**config.mk**
```make
export PLATFORM = sky130hd
export DESIGN_NAME = cc20_queue
export DESIGN_NICKNAME = d
export VERILOG_FILES = /design/src/design/cc20_pkg.sv /design/src/design/cc20_queue.sv
export SDC_FILE = /design/constraint.sdc
export NUM_CORES = 1
export LEC_CHECK = 0
export ABC_AREA = 1
export BUFFER_PORTS_ARGS = -buffer_cell sky130_fd_sc_hd__buf_2
export CORE_UTILIZATION = 53
export DETAILED_ROUTE_END_ITERATION = 10
export HOLD_SLACK_MARGIN = 0.12
export PLACE_DENSITY = 0.87
export SLEW_MARGIN = 20
export SYNTH_ARGS = -nofsm -noshare
export SYNTH_HDL_FRONTEND = slang
export SYNTH_SLANG_ARGS = --single-unit
```
**constraint.sdc**
```tcl
create_clock -name clk_i -period 3.3 [get_ports clk_i]
set_input_delay 0 -clock clk_i [delete_from_list [all_inputs] [get_ports clk_i]]
set_output_delay 0 -clock clk_i [all_outputs]
set_load 0.01 [all_outputs]
```
**src/design/cc20_pkg.sv**
```systemverilog
// ----------------------------------------------------------------------------
// cc20_pkg
// Shared types, constants and round functions for the ChaCha20 byte cipher.
// ----------------------------------------------------------------------------
package cc20_pkg;

  // Default number of double rounds (column plus diagonal).
  localparam int unsigned DoubleRoundsDef = 10;
  // Default depth of the input queue between front and back.
  localparam int unsigned QueueDepthDef   = 2;

  localparam int unsigned BlockBytes = 64;
  localparam int unsigned BlockBits  = BlockBytes * 8;
  localparam int unsigned PosW       = 7;
  localparam int unsigned CfgIdxW    = 4;
  localparam int unsigned CfgDataW   = 64;

  localparam logic [31:0] Sigma0 = 32'h61707865;
  localparam logic [31:0] Sigma1 = 32'h3320646e;
  localparam logic [31:0] Sigma2 = 32'h79622d32;
  localparam logic [31:0] Sigma3 = 32'h6b206574;

  // Configuration register indexes.
  typedef enum logic [CfgIdxW-1:0] {
    CFG_KEY0   = 4'd0,
    CFG_KEY1   = 4'd1,
    CFG_KEY2   = 4'd2,
    CFG_KEY3   = 4'd3,
    CFG_NONCE0 = 4'd4,
    CFG_NONCE1 = 4'd5,
    CFG_CTR    = 4'd6,
    CFG_MODE   = 4'd7
  } cfg_idx_e;

  typedef logic [15:0][31:0] state_t;

  // One queued transaction.
  typedef struct packed {
    logic [7:0] data;
    logic       last;
  } item_t;

  // Control from the buffer logic to the block generator.
  typedef struct packed {
    logic start;
    logic abort;
  } gen_ctrl_t;

  // Status from the block generator.
  typedef struct packed {
    logic busy;
    logic done;
  } gen_stat_t;

  // One quarter round on words a, b, c, d (returned in that order, a lowest).
  function automatic logic [3:0][31:0] qround(input logic [31:0] a_in,
                                              input logic [31:0] b_in,
                                              input logic [31:0] c_in,
                                              input logic [31:0] d_in);
    logic [31:0] a, b, c, d;
    logic [3:0][31:0] res;
    a = a_in; b = b_in; c = c_in; d = d_in;
    a = a + b; d = d ^ a; d = {d[15:0], d[31:16]};
    c = c + d; b = b ^ c; b = {b[19:0], b[31:20]};
    a = a + b; d = d ^ a; d = {d[23:0], d[31:24]};
    c = c + d; b = b ^ c; b = {b[24:0], b[31:25]};
    res[0] = a; res[1] = b; res[2] = c; res[3] = d;
    return res;
  endfunction

  // One half of a double round: four column or four diagonal quarter rounds.
  function automatic state_t half_round(input state_t w, input logic diag);
    state_t col, dia;
    logic [3:0][31:0] q;
    col = w;
    dia = w;
    for (int i = 0; i < 4; i++) begin
      q = qround(w[i], w[4+i], w[8+i], w[12+i]);
      col[i] = q[0]; col[4+i] = q[1]; col[8+i] = q[2]; col[12+i] = q[3];
      q = qround(w[i], w[4+((i+1)%4)], w[8+((i+2)%4)], w[12+((i+3)%4)]);
      dia[i] = q[0]; dia[4+((i+1)%4)] = q[1];
      dia[8+((i+2)%4)] = q[2]; dia[12+((i+3)%4)] = q[3];
    end
    return diag ? dia : col;
  endfunction

endpackage

```
**src/design/cc20_queue.sv**
```systemverilog
// ----------------------------------------------------------------------------
// cc20_queue
// Front queue: accepts input transactions and holds them for the back end.
// ----------------------------------------------------------------------------
module cc20_queue #(
  parameter int unsigned DEPTH = cc20_pkg::QueueDepthDef
) (
  input  logic            clk_i,
  input  logic            rst_ni,
  input  logic            push_i,
  input  cc20_pkg::item_t push_item_i,
  output logic            full_o,
  input  logic            pop_i,
  output logic            empty_o,
  output cc20_pkg::item_t head_o
);
  import cc20_pkg::*;

  localparam int unsigned PtrW = (DEPTH > 1) ? $clog2(DEPTH) : 1;
  localparam int unsigned CntW = $clog2(DEPTH + 1);
  localparam logic [PtrW-1:0] LastPtr = PtrW'(DEPTH - 1);
  localparam logic [CntW-1:0] FullCnt = CntW'(DEPTH);

  item_t           mem_q [DEPTH];
  logic [PtrW-1:0] wr_q, rd_q;
  logic [CntW-1:0] cnt_q;
  logic            do_push, do_pop;

  assign full_o  = (cnt_q == FullCnt);
  assign empty_o = (cnt_q == '0);
  assign head_o  = mem_q[rd_q];
  assign do_push = push_i && !full_o;
  assign do_pop  = pop_i && !empty_o;

  // Pointer and fill count.
  always_ff @(posedge clk_i or negedge rst_ni) begin
    if (!rst_ni) begin
      wr_q  <= '0;
      rd_q  <= '0;
      cnt_q <= '0;
    end else begin
      if (do_push) wr_q <= (wr_q == LastPtr) ? '0 : wr_q + 1'b1;
      if (do_pop)  rd_q <= (rd_q == LastPtr) ? '0 : rd_q + 1'b1;
      if (do_push && !do_pop) cnt_q <= cnt_q + 1'b1;
      else if (do_pop && !do_push) cnt_q <= cnt_q - 1'b1;
    end
  end

  // Storage.
  always_ff @(posedge clk_i) begin
    if (do_push) mem_q[wr_q] <= push_item_i;
  end

endmodule

```
==> results by group <==
Status
  • Status: completed

Logic synthesis
  • Post-synthesis mux area share: 0
  • Yosys top cell by area: edfxtp_1
  • Synthesis-stage register bit count: 22
  • Cell variety after synth: 15
  • Post-Syn Nets: between 90 and 100
  • Synthesized area: 881 um^2
  • Synthesized area per cell: about 11 um^2
  • Area contributors post-synth: edfxtp_1 61%, nand2_1 15%, dfrtp_1 11%, inv_1 3.0%, ha_1 1.4%
  • Post-Synthesis Cells: 78
  • Sequential fraction of the synthesis area: 0.727
  • Area share of and/or/nand/nor cells after synthesis: 0.197
  • Post-synthesis adder-cell area fraction: 0.0142
  • Compound-Gate Fraction of Synth Area: 0.0114
  • Yosys Warn Count: 0
  • Post-Synth XOR/XNOR Area: 0.00994
  • Yosys top cell area share: 0.614
  • Main combinational cell family by area after synthesis: simple AND/OR/NAND/NOR gates

Clock network
  • Clock-pin transition on the worst setup and hold timing paths: between 0.1 and 0.15 ns
  • Clk root buf: clkbuf_4
  • Post-CTS Setup Inserts: 0
  • Post-cts sizing count: 0
  • CTS Buf Count: 3
  • H-Tree Depth: 1
  • Clk sink count: 22
  • Worst skew pair latency: approximately 0.31 ns
  • CTS Hold Bufs: 13
  • CTS tree: done
  • Max Buffers Root-to-Sink: 2

Die
  • Ports: 24
  • Die ar.: approximately 1800 um^2
  • Core Area: around 1500 um^2
  • Core Rows: 14
  • Die Ht: around 43 um
  • Initial Utilization: 0.578
  • Die Width: ~43 um

Worst setup path
  • Critical Path AT: about 1.6 ns
  • Worst r2r src: cnt_q[1]$_DFFE_PN0P_
  • Reg-to-reg endpoint: mem_q[1][0]$_DFFE_PP_
  • Worst reg2reg path depth: 3
  • Startpoint Class: flip-flop
  • Worst-path maximum fanout: 9
  • WS Path Type: reg -> reg
  • Critical path capture point type: flip-flop
  • Worst Path Required: around 3.3 ns
  • Reg-to-reg slack, setup: between 1.5 and 2 ns

Final layout
  • Design area: ~1200 um^2
  • Share of cells above drive strength 1: 0.239
  • # diodes: 0
  • Finished Layout Cells: ~130
  • Final net count: between 100 and 150
  • Layout area overhead: 32.5%

Timing
  • Fin. Hold Viols: 0
  • Worst Hold Margin: a little over 0.4 ns
  • Least-Margin Pin Slew: around 0.72 ns
  • Final Skew: approximately 0.0049 ns
  • Setup TNS: 0 ns
  • Final Max Slew Viols: 0
  • # setup viols final: 0
  • RSZ-0062 raised after global routing: no
  • Final min period: around 1.6 ns
  • Max Fclk: between 0.6 and 0.7 GHz
  • Relative slew slack: 0.518
  • Period utilization: 0.493

Global routing
  • GR Overflow Total: 0
  • Busiest grt layer: met2
  • Met2 Use GR: 0.345
  • Met3 Resource Use GR: 0.0426
  • Largest net degree at the start of global routing: 13
  • GR Util All Layers: 0.203
  • Global-route wire length before repair: between 2000 and 3000 um
  • Vias in the first global route: ~660
  • Antenna violations before repair: 0
  • Met1 Usage GRT: 0.232

Placed design
  • DP Area: just over 1000 um^2
  • IO Port Bufs: 23
  • Hpwl dp: approximately 1100 um
  • Routability cong.: ~0.85
  • Placed cells: around 120

Worst hold path
  • Hold/Removal Path Class: in -> reg
  • Worst Hold Path EP: mem_q[0][2]$_DFFE_PP_
  • Hold_sp: push_item_i[2]
  • Hold path cells: 2

Drt
  • Vias/cell: ~5.0
  • Average wire per standard cell: roughly 12 um
  • Starting DRT DRC Count: 11
  • First-pass DRT Iterations: 4
  • Post-DRT Antenna Nets: 0
  • Vias after detailed routing: 670
  • Drt drc: 0
  • Aggregate routed wire length: approximately 1600 um

Power and ir drop
  • Power consumption: 0.896 mW
  • P per Cell Area: about 770 nW/um^2
  • Leak: roughly 0.55 nW
  • IR drop worst, VDD: approximately 0.63 mV

Flow run
  • Max_cap viols: 0
## worst max path at each step
stage | startpoint | end | depth (start not counted)
after floorplan | cnt_q[1]$_DFFE_PN0P_ | mem_q[1][0]$_DFFE_PP_ | 3
after detailed placement | cnt_q[1]$_DFFE_PN0P_ | mem_q[1][6]$_DFFE_PP_ | 3
after global routing | cnt_q[1]$_DFFE_PN0P_ | mem_q[1][6]$_DFFE_PP_ | 3
after CTS | cnt_q[1]$_DFFE_PN0P_ | mem_q[1][6]$_DFFE_PP_ | 3
after global placement | cnt_q[1]$_DFFE_PN0P_ | mem_q[1][1]$_DFFE_PP_ | 3
final | cnt_q[1]$_DFFE_PN0P_ | mem_q[1][0]$_DFFE_PP_ | 3
## state kept, by name, indices dropped and copies added (netlist names)
name	cells
cnt_q	2
mem_q	18
rd_q	1
wr_q	1
## stage by stage
stage	util	setup WS, ns
2_1_floorplan	-	1.93
3_3_place_gp	0.663	1.81
3_5_place_dp	0.663	1.68
4_1_cts	0.766	1.66
5_1_grt	0.766	1.53
6_report	0.766	1.67
## power by group
group / total, mW / switching (mW) / internal (mW)
logic: 0.336 / 0.207 / 0.129
registers: 0.438 / 0.0527 / 0.385
clock network: 0.122 / 0.0777 / 0.0442
total: 0.896 / 0.337 / 0.559
## layout by cell type, fill, tap and decap left out
cell type / netlist / routed
clkbuf_4: 0 / 3
nand4_1: 1 / 1
o21ai_0: 1 / 1
inv_1: 7 / 7
nor2_1: 2 / 2
dlygate4sd3_1: 0 / 13
buf_2: 1 / 23
clkinv_1: 1 / 2
nor2_2: 2 / 2
nand3_1: 1 / 1
o21ai_1: 1 / 1
edfxtp_1: 18 / 18
nand2_1: 36 / 36
xnor2_1: 1 / 1
dfrtp_1: 4 / 4
nand3b_1: 1 / 1
ha_1: 1 / 1
## routing by layer
| layer | vias up | wire length, um |
|---|---|---|
| li1 | 333 | - |
| met5 | - | 0 |
| met4 | 0 | 38 |
| met1 | 316 | 683 |
| met3 | 5 | 55 |
| met2 | 16 | 847 |
## cells by family after synthesis
kind of cell / after synthesis
fa+ha+maj: 1
simple gates: 43
compound gates: 2
flops: 22
buf+inv: 9
xor+xnor: 1
## worst max-delay path, cell delays in order, from the launching register on
cell and delay (ns):
dfrtp_1 0.44, inv_1 0.13, o21ai_0 0.12, nor2_1 0.58
## area by class of cell
type	instances	area (um^2)
Tap cell	16	20.0
Clock inverter	1	3.75
Timing Repair Buffer	36	245
Clock buffer	3	22.5
Fill cell	105	357
Multi-Input combinational cell	47	205
Sequential cell	22	641
Inverter	8	30.0
## cell usage after synthesis
cell and number:
clkinv_1 1, nor2_2 2, o21ai_0 1, nand3_1 1
o21ai_1 1, ha_1 1, nand4_1 1, edfxtp_1 18
dfrtp_1 4, nand2_1 36, buf_2 1, inv_1 7
xnor2_1 1, nand3b_1 1, nor2_1 2
Power figures use the tool's default switching activity.
